`config.mk`:
```
export PLATFORM = sky130hd
export DESIGN_NAME = mouse_report_to_quadrature
export DESIGN_NICKNAME = d
export VERILOG_FILES = /design/src/design/mrq_pkg.sv /design/src/design/mouse_report_to_quadrature.sv
export SDC_FILE = /design/constraint.sdc
export NUM_CORES = 1
export LEC_CHECK = 0
export ABC_AREA = 1
export ABC_CLOCK_PERIOD_IN_PS = 5350
export BUFFER_PORTS_ARGS = -buffer_cell sky130_fd_sc_hd__buf_2
export CAP_MARGIN = 30
export CORE_MARGIN = 3
export CORE_UTILIZATION = 42
export DETAILED_ROUTE_END_ITERATION = 7
export PLACE_DENSITY = 0.66
export RECOVER_POWER = 50
export SYNTH_ARGS = -nofsm -noshare
export SYNTH_HDL_FRONTEND = slang
export SYNTH_SLANG_ARGS = --single-unit
```
`constraint.sdc`:
```
create_clock -name clk_i -period 5.35 [get_ports clk_i]
set_input_delay 0.8025 -clock clk_i [delete_from_list [all_inputs] [get_ports clk_i]]
set_output_delay 0.8025 -clock clk_i [all_outputs]
set_load 0.01 [all_outputs]
```
`src/design/mrq_pkg.sv`:
```
package mrq_pkg;

  localparam int unsigned DistW     = 10;
  localparam int unsigned MoveW     = 8;
  localparam int unsigned PeriodW   = 8;
  localparam int unsigned DivW      = 14;
  localparam int unsigned DenW      = 8;
  localparam int unsigned DivSteps  = DivW;
  localparam int unsigned DivCntW   = $clog2(DivSteps);

  localparam logic [DivW-1:0]    PeriodDividend = 14'd10000;
  localparam logic [6:0]         DistSat        = 7'd127;
  localparam logic [PeriodW-1:0] PeriodIdle     = 8'd255;

  typedef enum logic [2:0] {
    REG_RATE_LIMIT_ON     = 3'd0,
    REG_DPI_DIVIDE_ON     = 3'd1,
    REG_DPI_DIVISOR       = 3'd2,
    REG_BUFFER_LIMIT      = 3'd3,
    REG_RATE_FLOOR_PERIOD = 3'd4
  } reg_idx_e;

  localparam logic [2:0]         RstDivisor     = 3'd2;
  localparam logic [DistW-1:0]   RstBufferLimit = 10'd300;
  localparam logic [PeriodW-1:0] RstRateFloor   = 8'd6;

endpackage

```
`src/design/mouse_report_to_quadrature.sv`:
```
// Converts mouse reports and prescaled timer ticks into quadrature and button pin levels,
// returning one result beat per input beat with the pin levels and pending distances. A
// tick beat updates the tick counters and quadrature levels on acceptance and then goes to
// the completion state. A report beat runs each axis with nonzero motion through one shared
// 14-step restoring divider: motion by the DPI divisor, then 10000 by the clamped distance,
// the second division being skipped when the distance clamps to zero. Each axis passes the
// setup state first. The completion state loads the output register. The block accepts no
// beat until the result of the previous one has been loaded into the output register,
// which a stalled output delays.
module mouse_report_to_quadrature
  import mrq_pkg::*;
(
  input  logic        clk_i,
  input  logic        rst_ni,
  input  logic        cfg_we_i,
  input  logic [2:0]  cfg_idx_i,
  input  logic [9:0]  cfg_wdata_i,
  input  logic        in_valid_i,
  output logic        in_stall_o,
  input  logic        req_type_i,
  input  logic signed [7:0] move_x_i,
  input  logic signed [7:0] move_y_i,
  input  logic [2:0]  button_bits_i,
  output logic        out_valid_o,
  input  logic        out_stall_i,
  output logic        x_a_o,
  output logic        x_b_o,
  output logic        y_a_o,
  output logic        y_b_o,
  output logic        left_pin_o,
  output logic        middle_pin_o,
  output logic        right_pin_o,
  output logic [9:0]  pending_x_o,
  output logic [9:0]  pending_y_o
);

  typedef enum logic [2:0] {
    ST_IDLE,
    ST_SETUP,
    ST_DIV_MOV,
    ST_DIV_PER,
    ST_DONE
  } state_e;

  logic                 rate_on_q, div_on_q;
  logic [2:0]           divisor_q;
  logic [DistW-1:0]     buf_limit_q;
  logic [PeriodW-1:0]   rate_floor_q;

  always_ff @(posedge clk_i or negedge rst_ni) begin
    if (!rst_ni) begin
      rate_on_q    <= 1'b0;
      div_on_q     <= 1'b0;
      divisor_q    <= RstDivisor;
      buf_limit_q  <= RstBufferLimit;
      rate_floor_q <= RstRateFloor;
    end else if (cfg_we_i) begin
      case (cfg_idx_i)
        REG_RATE_LIMIT_ON:     rate_on_q    <= cfg_wdata_i[0];
        REG_DPI_DIVIDE_ON:     div_on_q     <= cfg_wdata_i[0];
        REG_DPI_DIVISOR:       divisor_q    <= cfg_wdata_i[2:0];
        REG_BUFFER_LIMIT:      buf_limit_q  <= cfg_wdata_i[DistW-1:0];
        REG_RATE_FLOOR_PERIOD: rate_floor_q <= cfg_wdata_i[PeriodW-1:0];
        default: ;
      endcase
    end
  end

  state_e               state_q, state_d;
  logic                 ax_q, ax_d;
  logic [MoveW-1:0]     mx_q, mx_d, my_q, my_d;
  logic                 dir_q [2];
  logic                 dir_d [2];
  logic [1:0]           phase_q [2];
  logic [1:0]           phase_d [2];
  logic [DistW-1:0]     dist_q [2];
  logic [DistW-1:0]     dist_d [2];
  logic [PeriodW-1:0]   period_q [2];
  logic [PeriodW-1:0]   period_d [2];
  logic [PeriodW-1:0]   tick_q [2];
  logic [PeriodW-1:0]   tick_d [2];
  logic [3:0]           quad_q, quad_d;
  logic [2:0]           btn_q, btn_d;
  logic [DenW-1:0]      rem_q, rem_d, den_q, den_d;
  logic [DivW-1:0]      quo_q, quo_d;
  logic [DivCntW-1:0]   cnt_q, cnt_d;
  logic                 out_valid_q, out_valid_d;
  logic [3:0]           out_quad_q, out_quad_d;
  logic [2:0]           out_btn_q, out_btn_d;
  logic [DistW-1:0]     out_px_q, out_px_d, out_py_q, out_py_d;

  logic                 in_fire;
  logic [DenW:0]        rem_sh, rem_sub;
  logic                 rem_ge;
  logic [DenW-1:0]      rem_nx;
  logic [DivW-1:0]      quo_nx;
  logic [MoveW-1:0]     m_cur, m_mag, mag_div;
  logic [2:0]           div_sel;
  logic [DistW:0]       dist_sum;
  logic [DistW-1:0]     dist_new;
  logic [6:0]           v_sat;
  logic [PeriodW-1:0]   per_raw, per_fin;
  logic                 div_last;

  assign in_fire  = in_valid_i && !in_stall_o;
  assign rem_sh   = {rem_q, quo_q[DivW-1]};
  assign rem_ge   = rem_sh >= {1'b0, den_q};
  assign rem_sub  = rem_sh - {1'b0, den_q};
  assign rem_nx   = rem_ge ? rem_sub[DenW-1:0] : rem_sh[DenW-1:0];
  assign quo_nx   = {quo_q[DivW-2:0], rem_ge};
  assign div_last = cnt_q == DivCntW'(DivSteps - 1);
  assign m_cur    = ax_q ? my_q : mx_q;
  assign m_mag    = m_cur[MoveW-1] ? (~m_cur + 8'd1) : m_cur;
  assign div_sel  = (div_on_q && divisor_q != 3'd0) ? divisor_q : 3'd1;
  assign mag_div  = (quo_nx[MoveW-1:0] == '0) ? 8'd1 : quo_nx[MoveW-1:0];
  assign dist_sum = {1'b0, dist_q[ax_q]} + {3'b000, mag_div};
  assign dist_new = (dist_sum > {1'b0, buf_limit_q}) ? buf_limit_q : dist_sum[DistW-1:0];
  assign v_sat    = (dist_new > {3'b000, DistSat}) ? DistSat : dist_new[6:0];
  assign per_raw  = quo_nx[DivW-1:6] - 8'd1;
  assign per_fin  = (rate_on_q && per_raw < rate_floor_q) ? rate_floor_q : per_raw;

  always_comb begin
    state_d     = state_q;
    ax_d        = ax_q;
    mx_d        = mx_q;
    my_d        = my_q;
    dir_d       = dir_q;
    phase_d     = phase_q;
    dist_d      = dist_q;
    period_d    = period_q;
    tick_d      = tick_q;
    quad_d      = quad_q;
    btn_d       = btn_q;
    rem_d       = rem_q;
    den_d       = den_q;
    quo_d       = quo_q;
    cnt_d       = cnt_q;
    out_valid_d = out_valid_q && out_stall_i;
    out_quad_d  = out_quad_q;
    out_btn_d   = out_btn_q;
    out_px_d    = out_px_q;
    out_py_d    = out_py_q;
    case (state_q)
      ST_IDLE: begin
        if (in_fire) begin
          if (req_type_i) begin
            if (tick_q[0] != period_q[0]) begin
              tick_d[0] = tick_q[0] + 8'd1;
            end else begin
              tick_d[0] = '0;
              if (dist_q[0] != '0) begin
                case (phase_q[0])
                  2'd0:    quad_d[0] = 1'b1;
                  2'd1:    quad_d[1] = 1'b1;
                  2'd2:    quad_d[0] = 1'b0;
                  default: quad_d[1] = 1'b0;
                endcase
                phase_d[0] = phase_q[0] + (dir_q[0] ? 2'd1 : 2'd3);
                dist_d[0]  = dist_q[0] - 10'd1;
              end
            end
            if (tick_q[1] != period_q[1]) begin
              tick_d[1] = tick_q[1] + 8'd1;
            end else begin
              tick_d[1] = '0;
              if (dist_q[1] != '0) begin
                case (phase_q[1])
                  2'd3:    quad_d[2] = 1'b0;
                  2'd2:    quad_d[3] = 1'b0;
                  2'd1:    quad_d[2] = 1'b1;
                  default: quad_d[3] = 1'b1;
                endcase
                phase_d[1] = phase_q[1] + (dir_q[1] ? 2'd1 : 2'd3);
                dist_d[1]  = dist_q[1] - 10'd1;
              end
            end
            state_d = ST_DONE;
          end else begin
            mx_d  = move_x_i;
            my_d  = move_y_i;
            btn_d = ~button_bits_i;
            if (move_x_i != '0 && (!move_x_i[7]) != dir_q[0]) begin
              dist_d[0] = '0;
            end
            if (move_y_i != '0 && (!move_y_i[7]) != dir_q[1]) begin
              dist_d[1] = '0;
            end
            ax_d    = 1'b0;
            state_d = ST_SETUP;
          end
        end
      end
      ST_SETUP: begin
        if (m_cur == '0) begin
          if (ax_q) begin
            state_d = ST_DONE;
          end else begin
            ax_d = 1'b1;
          end
        end else begin
          rem_d   = '0;
          quo_d   = {6'b000000, m_mag};
          den_d   = {5'b00000, div_sel};
          cnt_d   = '0;
          state_d = ST_DIV_MOV;
        end
      end
      ST_DIV_MOV: begin
        rem_d = rem_nx;
        quo_d = quo_nx;
        cnt_d = cnt_q + 1'b1;
        if (div_last) begin
          dir_d[ax_q]  = !m_cur[MoveW-1];
          dist_d[ax_q] = dist_new;
          if (v_sat == '0) begin
            period_d[ax_q] = PeriodIdle;
            ax_d           = 1'b1;
            state_d        = ax_q ? ST_DONE : ST_SETUP;
          end else begin
            rem_d   = '0;
            quo_d   = PeriodDividend;
            den_d   = {1'b0, v_sat};
            cnt_d   = '0;
            state_d = ST_DIV_PER;
          end
        end
      end
      ST_DIV_PER: begin
        rem_d = rem_nx;
        quo_d = quo_nx;
        cnt_d = cnt_q + 1'b1;
        if (div_last) begin
          period_d[ax_q] = per_fin;
          ax_d           = 1'b1;
          state_d        = ax_q ? ST_DONE : ST_SETUP;
        end
      end
      ST_DONE: begin
        if (!out_valid_q || !out_stall_i) begin
          out_valid_d = 1'b1;
          out_quad_d  = quad_q;
          out_btn_d   = btn_q;
          out_px_d    = dist_q[0];
          out_py_d    = dist_q[1];
          state_d     = ST_IDLE;
        end
      end
      default: state_d = ST_IDLE;
    endcase
  end

  always_ff @(posedge clk_i or negedge rst_ni) begin
    if (!rst_ni) begin
      state_q     <= ST_IDLE;
      ax_q        <= 1'b0;
      dir_q       <= '{1'b0, 1'b0};
      phase_q     <= '{2'd0, 2'd0};
      dist_q      <= '{'0, '0};
      period_q    <= '{'0, '0};
      tick_q      <= '{'0, '0};
      quad_q      <= '0;
      btn_q       <= 3'b111;
      cnt_q       <= '0;
      out_valid_q <= 1'b0;
    end else begin
      state_q     <= state_d;
      ax_q        <= ax_d;
      dir_q       <= dir_d;
      phase_q     <= phase_d;
      dist_q      <= dist_d;
      period_q    <= period_d;
      tick_q      <= tick_d;
      quad_q      <= quad_d;
      btn_q       <= btn_d;
      cnt_q       <= cnt_d;
      out_valid_q <= out_valid_d;
    end
  end

  always_ff @(posedge clk_i) begin
    mx_q       <= mx_d;
    my_q       <= my_d;
    rem_q      <= rem_d;
    den_q      <= den_d;
    quo_q      <= quo_d;
    out_quad_q <= out_quad_d;
    out_btn_q  <= out_btn_d;
    out_px_q   <= out_px_d;
    out_py_q   <= out_py_d;
  end

  assign in_stall_o   = state_q != ST_IDLE;
  assign out_valid_o  = out_valid_q;
  assign x_a_o        = out_quad_q[0];
  assign x_b_o        = out_quad_q[1];
  assign y_a_o        = out_quad_q[2];
  assign y_b_o        = out_quad_q[3];
  assign left_pin_o   = out_btn_q[0];
  assign right_pin_o  = out_btn_q[1];
  assign middle_pin_o = out_btn_q[2];
  assign pending_x_o  = out_px_q;
  assign pending_y_o  = out_py_q;

  // The divider step count never runs past its last step while a division is running.
  assert property (@(posedge clk_i) disable iff (!rst_ni)
    (state_q == ST_DIV_MOV || state_q == ST_DIV_PER) |-> cnt_q <= DivCntW'(DivSteps - 1))
    else $error("divider step count out of range");

  // An accepted beat keeps the block busy in the following cycle.
  assert property (@(posedge clk_i) disable iff (!rst_ni)
    in_fire |=> in_stall_o)
    else $error("block ready straight after accepting a beat");

  // A new result beat is only raised from the completion state.
  assert property (@(posedge clk_i) disable iff (!rst_ni)
    $rose(out_valid_o) |-> $past(state_q == ST_DONE))
    else $error("result beat raised outside completion");

  // The divider only runs while a report is being processed.
  assert property (@(posedge clk_i) disable iff (!rst_ni)
    (state_q == ST_DIV_MOV || state_q == ST_DIV_PER) |-> in_stall_o && den_q != '0)
    else $error("divider running with a zero divisor or while ready");

endmodule

```
==> reports/results.ini, run 1 <==
[setup_path]
critPathMaxFanout=8
crit_slowest_cell=edfxtp_1
cp-end-kind=flip-flop
arrival_ns=5.48
required_ns=5.63
slowest_delay_ns=0.43
worstSetupPathType=flip-flop to flip-flop
start_kind=flip-flop

[timing]
setup_viol=0
layout_min_cycle_time_ns=5.20
tightest_slew_ns=3.51
hold_violations=0
fmax_ghz=0.192
fin_setup_tns_ns=0
finalClockSkew_ns=0.0220
hold_slack_ns=0.459
grt_setup_unrepaired=true
relSlewSlack=-1.34
slew_violations=62
period_share=0.972

[route]
vias=8170
wl_um=24900
drtPass1Iterations=5
avgViaCountPerCell=5.21
drtIter0Drc=578
ant_nets=0
drc=0
avgRoutedWirePerCell_um=15.9

[floorplan]
core_sq_um=22700
dieArea_sq_um=25000
io-pin-count=67
die_height_um=158
rows=55
die_w_um=158
initial_core_util=0.428

[outcome]
failed_checks=max-capacitance violations, max-slew violations
status=complete, but fails checks

[yosys]
synth_seq_cells=169
yosys.area.top_type=dfrtp_1
synth.avg_cell_area_sq_um=8.41
async_flop_share=0.574
synth_top_area_frac=0.224
syn_inst=1156
yosysSeqAreaShare=0.473
ys_types=51
syn_area_sq_um=9720
ys.flop_type=dfrtp_1
yosys_warnings=0
syn_nets=1237
ys_top_cells_by_area=dfrtp_1, edfxtp_1, nand2_1
synth_edf_count=72

[placement]
port-buffer-count=66
place_area_sq_um=10600
dp_hpwl_um=18300
gp_congestion=0.932

[clocking]
cts.sinks=169
cts_buffers=17
path_clk_slew_ns=0.07
cts_tree=built
cts-root-buf=clkbuf_16
cts_buffer_depth=2
ctsHoldBuffers=0
clk_latency_ns=0.45
htreeDepth=4

[global_routing]
gr-total-overflow=0
antenna_found_initial=0
globalRouteTotalUtil=0.199
grt_pass1_wl_um=39000
grt_pass1_vias=7635
grt_max_degree=62

[layout]
most-common-layout-cells=nand2_1, inv_1, o21ai_0
utilization=0.514
diodes=0
final_common_cell=nand2_1
multiInputGateArea_sq_um=4740
final_nets=1351
ff_latch_area_sq_um=4600
fill_cells=2101
syn_to_final_growth_pct=20.1
fin_area_sq_um=11700
drive_gt1_frac=0.201

[run]
drv_cap=1

[worst_hold_path]
min_path_type=flip-flop to flip-flop

## final cells by class
class | instances | share of cell area
multi-input combinational | 799 | 0.406
sequential | 169 | 0.394
timing repair buffer | 125 | 0.0674
inverter | 158 | 0.0514
clock buffer | 19 | 0.0389
tap | 285 | 0.0305
clock inverter | 13 | 0.0116
## cell usage after synthesis, types with 6 or more instances
library cell / n
a31oi_1: 9
nand2_1: 255
or2_2: 14
nand3b_1: 6
dfstp_2: 10
o21ai_0: 110
clkbuf_1: 21
nand4_1: 26
a21oi_1: 61
nor3_1: 26
edfxtp_1: 72
dfrtp_1: 87
a22oi_1: 8
inv_1: 152
xor2_1: 34
nand3_1: 43
nor2_1: 87
o21ai_1: 10
ha_1: 41
## kinds of logic (layout without fill, tap and decap cells)
kind of cell | after synthesis | in the layout | synth area share
compound gates | 225 | 225 | 0.127
xor+xnor | 38 | 38 | 0.0342
fa+ha+maj | 43 | 43 | 0.0569
buf+inv | 189 | 315 | 0.0784
flops | 169 | 169 | 0.473
mux | 4 | 4 | 0.00412
simple gates | 488 | 489 | 0.227
## per-layer routing
metal,share of wire,up-vias,track usage
li1,-,4081,-
met1,0.46,3800,0.275
met2,0.46,244,0.312
met3,0.055,45,0.0418
met4,0.026,0,0.0680
met5,0,-,0
## worst paths after layout
check                                        from  slack [ns]                 endpoint  depth (start not counted)
min reg2reg                 quad_q[3]$_DFFE_PN0P_        0.46  out_quad_q[3]$_DFFE_PP_                          0
min in group asynchronous                  rst_ni        1.56   dist_q[14]$_DFFE_PN0P_                          1
max                        rem_q[3]$_SDFFCE_PP0P_        0.15       quo_q[3]$_DFFE_PP_                         35
max in group asynchronous                  rst_ni        1.42    out_valid_o$_DFF_PN0_                          2
min                         quad_q[3]$_DFFE_PN0P_        0.46  out_quad_q[3]$_DFFE_PP_                          0
max reg2reg                rem_q[3]$_SDFFCE_PP0P_        0.15       quo_q[3]$_DFFE_PP_                         35
## sequential cells by signal, summed over array words and instances, names as in the netlist, 7 cells and up
name and cells:
quo_q 14, period_q 16, rate_floor_q 8, rem_q 8, tick_q 16, mx_q 8, den_q 7, pending_y_o 10
buf_limit_q 10, my_q 8, dist_q 20, pending_x_o 10
## through the flow
stage | worst slack (ns) | std cells
after global routing | -0.191 | 1568
after detailed placement | -0.177 | 1525
after global placement | 0.0178 | 1525
after floorplan | 0.00468 | 1156
final | 0.150 | 1568
after CTS | 0.00927 | 1560
## timing repair
item,CTS,global route
cloned,1,0
pin swaps,5,34
buffers inserted,2,9
resized for setup,16,79
setup endpoints to repair,50,72
## worst max-delay path: cells and delay by family (launching register included)
family	cells	cell delay [ns]
AND/OR/NAND/NOR	23	2.71
adder cells (fa/ha/maj)	4	1.12
buffers and inverters	7	0.64
flip-flops	1	0.43
AO/OA/AOI/OAI	1	0.13
Power of run 1 is left out: the tool's default activity adds up to more than one toggle a clock period on the data nets, which glitch-free logic cannot reach.
==> inputs of run 2 (changes only) <==
--- a/config.mk
+++ b/config.mk
@@ -12,6 +12,7 @@
 export CORE_MARGIN = 3
 export CORE_UTILIZATION = 42
 export DETAILED_ROUTE_END_ITERATION = 7
+export MAX_ROUTING_LAYER = met4
 export PLACE_DENSITY = 0.66
 export RECOVER_POWER = 50
 export SYNTH_ARGS = -nofsm -noshare
==> run 2 against run 1 <==
  * The run still ends with max-capacitance violations, max-slew violations left
  * Sequential share of layout area is 0.35 points higher
  * Wire length increased by 0.70%
  * Maximum frequency rose by 1.3%
  * Sequential cell count did not move
  * Worst setup slack better by 0.065 ns
  * Die area did not move
  * Global-route usage increased by 0.95 points
  * Critical path type unchanged
  * Critical endpoint is now den_q[1]$_DFFE_PP_
  * Largest cell class unchanged
==> reports/results.ini, run 2 (synthesis gave the netlist of run 1 again) <==
[layout]
largest_register_ffs=20
reg_top3=dist_q: 20 flops, period_q: 16 flops, tick_q: 16 flops
final_nets=1351
syn_to_final_growth_pct=19.0
final_common_cell=nand2_1
largest_register=dist_q
diodes=0
most-common-layout-cells=nand2_1, inv_1, o21ai_0
utilization=0.510
fin_cells=1568
drive_gt1_frac=0.181

[clocking]
cts_buffer_depth=2
ctsHoldBuffers=0
path_clk_slew_ns=0.07
htreeDepth=4
cts.sinks=169
cts_buffers=17
cts_tree=built
clk_latency_ns=0.44
cts-root-buf=clkbuf_16

[setup_path]
crit_buf_inv=4
arrival_ns=5.32
reg2reg_slack_ns=0.21
crit_cells=37
crit_slowest_cell=edfxtp_1
cp_common_cell=nand2_4
required_ns=5.53
crit_family=simple AND/OR/NAND/NOR gates
worstSetupPathType=flip-flop to flip-flop
cp-endpoint=den_q[1]$_DFFE_PP_
slowest_delay_ns=0.43
cp-end-kind=flip-flop
cp-startpoint=rem_q[1]$_SDFFCE_PP0P_
r2r_cells=37
reg2reg_to=den_q[1]$_DFFE_PP_
timing.rr.start=rem_q[1]$_SDFFCE_PP0P_
critPathMaxFanout=7
start_kind=flip-flop

[timing]
slew_violations=61
period_share=0.960
relSlewSlack=-1.32
hold_violations=0
setup_viol=0
hold_slack_ns=0.453
finalClockSkew_ns=0.0164
fmax_ghz=0.195
layout_min_cycle_time_ns=5.14
tightest_slew_ns=3.47

[global_routing]
antenna_found_initial=0
globalRouteTotalUtil=0.208
grt_pass1_wl_um=39600
grt.met1_usage=0.283
grt_max_degree=61
grt-busiest-layer=met2
grtUsageMet2=0.320
grt_pass1_vias=7662
use_met3=0.0350
gr-total-overflow=0

[route]
drtIter0Drc=593
vias=8228
avgRoutedWirePerCell_um=16.0
drc=0
ant_nets=0
drtPass1Iterations=5
wl_um=25000
avgViaCountPerCell=5.25

[floorplan]
die_height_um=158
initial_core_util=0.428
die_w_um=158
io-pin-count=67
dieArea_sq_um=25000
core_sq_um=22700
rows=55

[outcome]
status=complete, but fails checks
failed_checks=max-capacitance violations, max-slew violations

[placement]
gp_congestion=0.955
post-place-cells=1529
dp_hpwl_um=18400
port-buffer-count=66

[worst_hold_path]
min_path_type=flip-flop to flip-flop
hp-start=quad_q[2]$_DFFE_PN0P_
hold_path_depth=0

[run]
drv_cap=1

[run 2: cell count changes in the layout (fill, tap and decap cells not counted), moves of 3 or more]
cell	previous run	this run
nand3_1	37	41
buf_6	8	5
nor2_2	5	2
buf_2	52	45
o21ai_0	104	110
o21ai_1	15	10
nand2_1	233	244
buf_4	48	51
inv_6	4	7
clkbuf_1	16	23
nand2_2	22	12
[run 2: timing repair]
item	in CTS	in global routing
cloned	1	0
endpoints found under the hold margin	0	0
setup buffers	2	4
pin swaps	5	26
setup endpoints to repair	43	75
gates resized for setup	8	60
[run 2: layout make-up]
| cell class | count | area [sq um] |
|---|---|---|
| Sequential cell | 169 | 4600 |
| Tap cell | 285 | 357 |
| Fill cell | 2120 | 11100 |
| Clock inverter | 14 | 139 |
| Multi-Input combinational cell | 799 | 4670 |
| Clock buffer | 18 | 429 |
| Timing Repair Buffer | 125 | 772 |
| Inverter | 158 | 603 |
[run 2: layer usage]
metal	routed length (um)	vias to the layer above	part of all wire
met2	11700	270	0.47
li1	-	4081	-
met1	11400	3844	0.46
met5	0	-	0
met3	1360	33	0.054
met4	537	0	0.021
[run 2: metrics by stage]
step | setup slack, ns | cell area, sq um | TNS [ns]
final | 0.215 | 11600 | 0
after CTS | 0.00408 | 11300 | 0
after floorplan | 0.00468 | 9720 | 0
after global routing | -0.117 | 11600 | -4.02
after global placement | 0.0364 | 10700 | 0
after detailed placement | -0.0603 | 10700 | -0.677
[run 2: worst min path at each step]
stage                                     to  slack [ns]
detailed placement   out_quad_q[0]$_DFFE_PP_        0.43
global placement    pending_x_o[0]$_DFFE_PP_        0.43
CTS                  out_quad_q[3]$_DFFE_PP_        0.46
finish               out_quad_q[2]$_DFFE_PP_        0.45
floorplan            out_quad_q[3]$_DFFE_PP_        0.42
global route         out_quad_q[3]$_DFFE_PP_        0.48
Power of run 2 is left out for the same reason.
==> inputs of run 3 (changes only) <==
--- a/config.mk
+++ b/config.mk
@@ -5,7 +5,6 @@
 export SDC_FILE = /design/constraint.sdc
 export NUM_CORES = 1
 export LEC_CHECK = 0
-export ABC_AREA = 1
 export ABC_CLOCK_PERIOD_IN_PS = 5350
 export BUFFER_PORTS_ARGS = -buffer_cell sky130_fd_sc_hd__buf_2
 export CAP_MARGIN = 30
==> run 3 against run 2 <==
  * The flow still finishes with violations (max-capacitance violations, max-slew violations)
  * Largest cell class unchanged
  * Final cell count down 20%
  * Sequential cell count unchanged
  * Highest routed layer unchanged
  * Cell area down 5.9%
==> reports/results.ini, run 3 <==
[layout]
fin_area_sq_um=10900
fin_cells=1260
reg_top3=dist_q: 20 flops, period_q: 16 flops, tick_q: 16 flops
largest_register=dist_q
final_nets=1048
fill_cells=1989
drive_gt1_frac=0.184
most-common-layout-cells=dfrtp_1, nand2_1, edfxtp_1
diodes=0
largest_register_ffs=20
final_common_cell=dfrtp_1
syn_to_final_growth_pct=15.0

[yosys]
synth_top_area_frac=0.230
yosys_warnings=0
ys.flop_type=dfrtp_1
synth_top_family_by_area=compound AO/OA/AOI/OAI gates
synth-simple-area-share=0.145
syn_nets=970
ys_types=73
synth.avg_cell_area_sq_um=10.7
synth-xor-area-share=0.0470
synth_compound_area_frac=0.169
yosysSeqAreaShare=0.486
async_flop_share=0.574
muxShareOfSynthArea=0.0601
ys_top_cells_by_area=dfrtp_1, edfxtp_1, ha_1
syn_inst=889
synth_seq_cells=169
synthAdderAreaFrac=0.0584
syn_area_sq_um=9470
yosys.area.top_type=dfrtp_1
synthTopCellsByCount=dfrtp_1, nand2_1, edfxtp_1, o21ai_0, nor2_1
synth_edf_count=72
synthMostInstantiatedCell=dfrtp_1

[setup_path]
crit_buf_inv=1
crit_chain=ha_1 > nand2b_1 > a21o_1 > a21oi_1 > o21ai_0 > a31o_2 > nand2b_1 > ha_1 > fa_2 > a211oi_2 > o21ai_1 > nand2_1 > xnor2_2 > ha_1 > a211oi_2 > nand2_1 > o311ai_4 > nand2_2 > buf_4 > mux2i_1 > o22ai_1 > a22o_1
required_ns=5.67
worstSetupPathType=flip-flop to flip-flop
cp-end-kind=flip-flop
critPathMaxFanout=13
slowest_delay_ns=0.39
crit_family=compound AO/OA/AOI/OAI gates
crit_slowest_cell=mux2i_1
start_kind=flip-flop
cp_common_cell=ha_1
arrival_ns=5.47

[placement]
port-buffer-count=66
place_ws_ns=-0.108
place_area_sq_um=10200
post-place-cells=1222
dp_hpwl_um=16500
gp_congestion=0.893

[clocking]
cts_buffers=17
clk_latency_ns=0.44
htreeDepth=4
cts_buffer_depth=2
cts.sinks=169
cts_tree=built
cts-root-buf=clkbuf_16
path_clk_slew_ns=0.07

[outcome]
status=complete, but fails checks
failed_checks=max-capacitance violations, max-slew violations

[global_routing]
gr-total-overflow=0
antenna_found_initial=0
grt_max_degree=52
globalRouteTotalUtil=0.194
grt_pass1_wl_um=36600
grt_pass1_vias=6962

[floorplan]
rows=54
initial_core_util=0.430
die_w_um=156
io-pin-count=67
die_height_um=156
core_sq_um=22000
dieArea_sq_um=24400

[timing]
hold_slack_ns=0.456
tightest_slew_ns=2.67
slew_violations=52
relSlewSlack=-0.783
layout_min_cycle_time_ns=5.15
finalClockSkew_ns=0.0173
period_share=0.963
hold_violations=0
setup_viol=0
fmax_ghz=0.194
final.setup.worst_slack_ns=0.199

[pwr]
cellPowerDensity_nw_per_um2=679
ir_drop_mv=0.435
leakagePower_nw=4.49

[route]
drc=0
vias=7132
ant_nets=0
avgViaCountPerCell=5.66
wl_um=22600
drtIter0Drc=649
drtPass1Iterations=5
avgRoutedWirePerCell_um=17.9

[run]
drv_cap=1

[worst_hold_path]
min_path_type=flip-flop to flip-flop

## run 3: cell types whose count changed after synthesis, moves of 14 or more
cell      delta
a21o_1      +16
nor2_1      -39
nand2b_1    +14
mux2_2      +27
nand2_1    -173
mux2i_1     +21
xor2_1      -15
nand3_1     -15
xnor2_1     +26
inv_1      -110
o31ai_1     +17
o21ai_0     -58
a21oi_1     -19
a22o_1      +15
## run 3: final cells by class
class / instances / area [sq um] / share of cell area
Clock inverter: 13 / 143 / 0.0131
Tap cell: 280 / 350 / 0.0322
Multi-Input combinational cell: 641 / 4630 / 0.425
Clock buffer: 19 / 464 / 0.0426
Sequential cell: 169 / 4600 / 0.422
Timing Repair Buffer: 96 / 544 / 0.0500
Inverter: 42 / 158 / 0.0145
## run 3: path summary, 6_finish.rpt
check                           cells after the start             startpoint  slack, ns                      end
worst max-delay path                               22     den_q[0]$_DFFE_PP_       0.20   dist_q[17]$_DFFE_PN0P_
worst min-delay path                                0  quad_q[0]$_DFFE_PN0P_       0.46  out_quad_q[0]$_DFFE_PP_
worst max register to register                     22     den_q[0]$_DFFE_PP_       0.20   dist_q[17]$_DFFE_PN0P_
worst min register to register                      0  quad_q[0]$_DFFE_PN0P_       0.46  out_quad_q[0]$_DFFE_PP_
max in group asynchronous                           2                 rst_ni       1.82   state_q[1]$_DFFE_PN0P_
min in group asynchronous                           1                 rst_ni       1.21    tick_q[3]$_DFFE_PN0P_
## run 3: metal layers
layer | GRT usage | share of wire | vias up
met3 | 0.0327 | 0.044 | 36
met4 | 0.0675 | 0.026 | 0
met5 | - | 0 | -
met1 | 0.263 | 0.47 | 3433
met2 | 0.297 | 0.46 | 202
li1 | - | - | 3461
## run 3: report_power, final
group	internal, W	switching (W)
Combinational	0.00172	0.00229
Clock	0.000702	0.000569
Sequential	0.00178	0.000340
## run 3: what timing repair did
item / CTS / global route
hold buffers: 0 / 0
buffers inserted: 1 / 4
pin swaps: 1 / 6
gates resized for setup: 2 / 12
endpoints found under the setup margin: 31 / 79
gates cloned: 0 / 1
## run 3: cells by family (layout without fill, tap and decap cells)
logic type | after synthesis | count (layout)
simple gates | 272 | 272
compound gates | 223 | 223
flops | 169 | 169
buf+inv | 79 | 170
mux | 53 | 53
xor+xnor | 50 | 50
fa+ha+maj | 43 | 43
## run 3: metrics by stage
step                      total power [W]  TNS [ns]   util
after floorplan                   0.00474         0      -
after global placement            0.00582         0  0.463
after detailed placement          0.00588    -0.225  0.463
after CTS                         0.00723         0  0.492
after global routing              0.00789    -0.170  0.495
final                             0.00740         0  0.495
No activity file was read; power rests on OpenSTA's default activity.
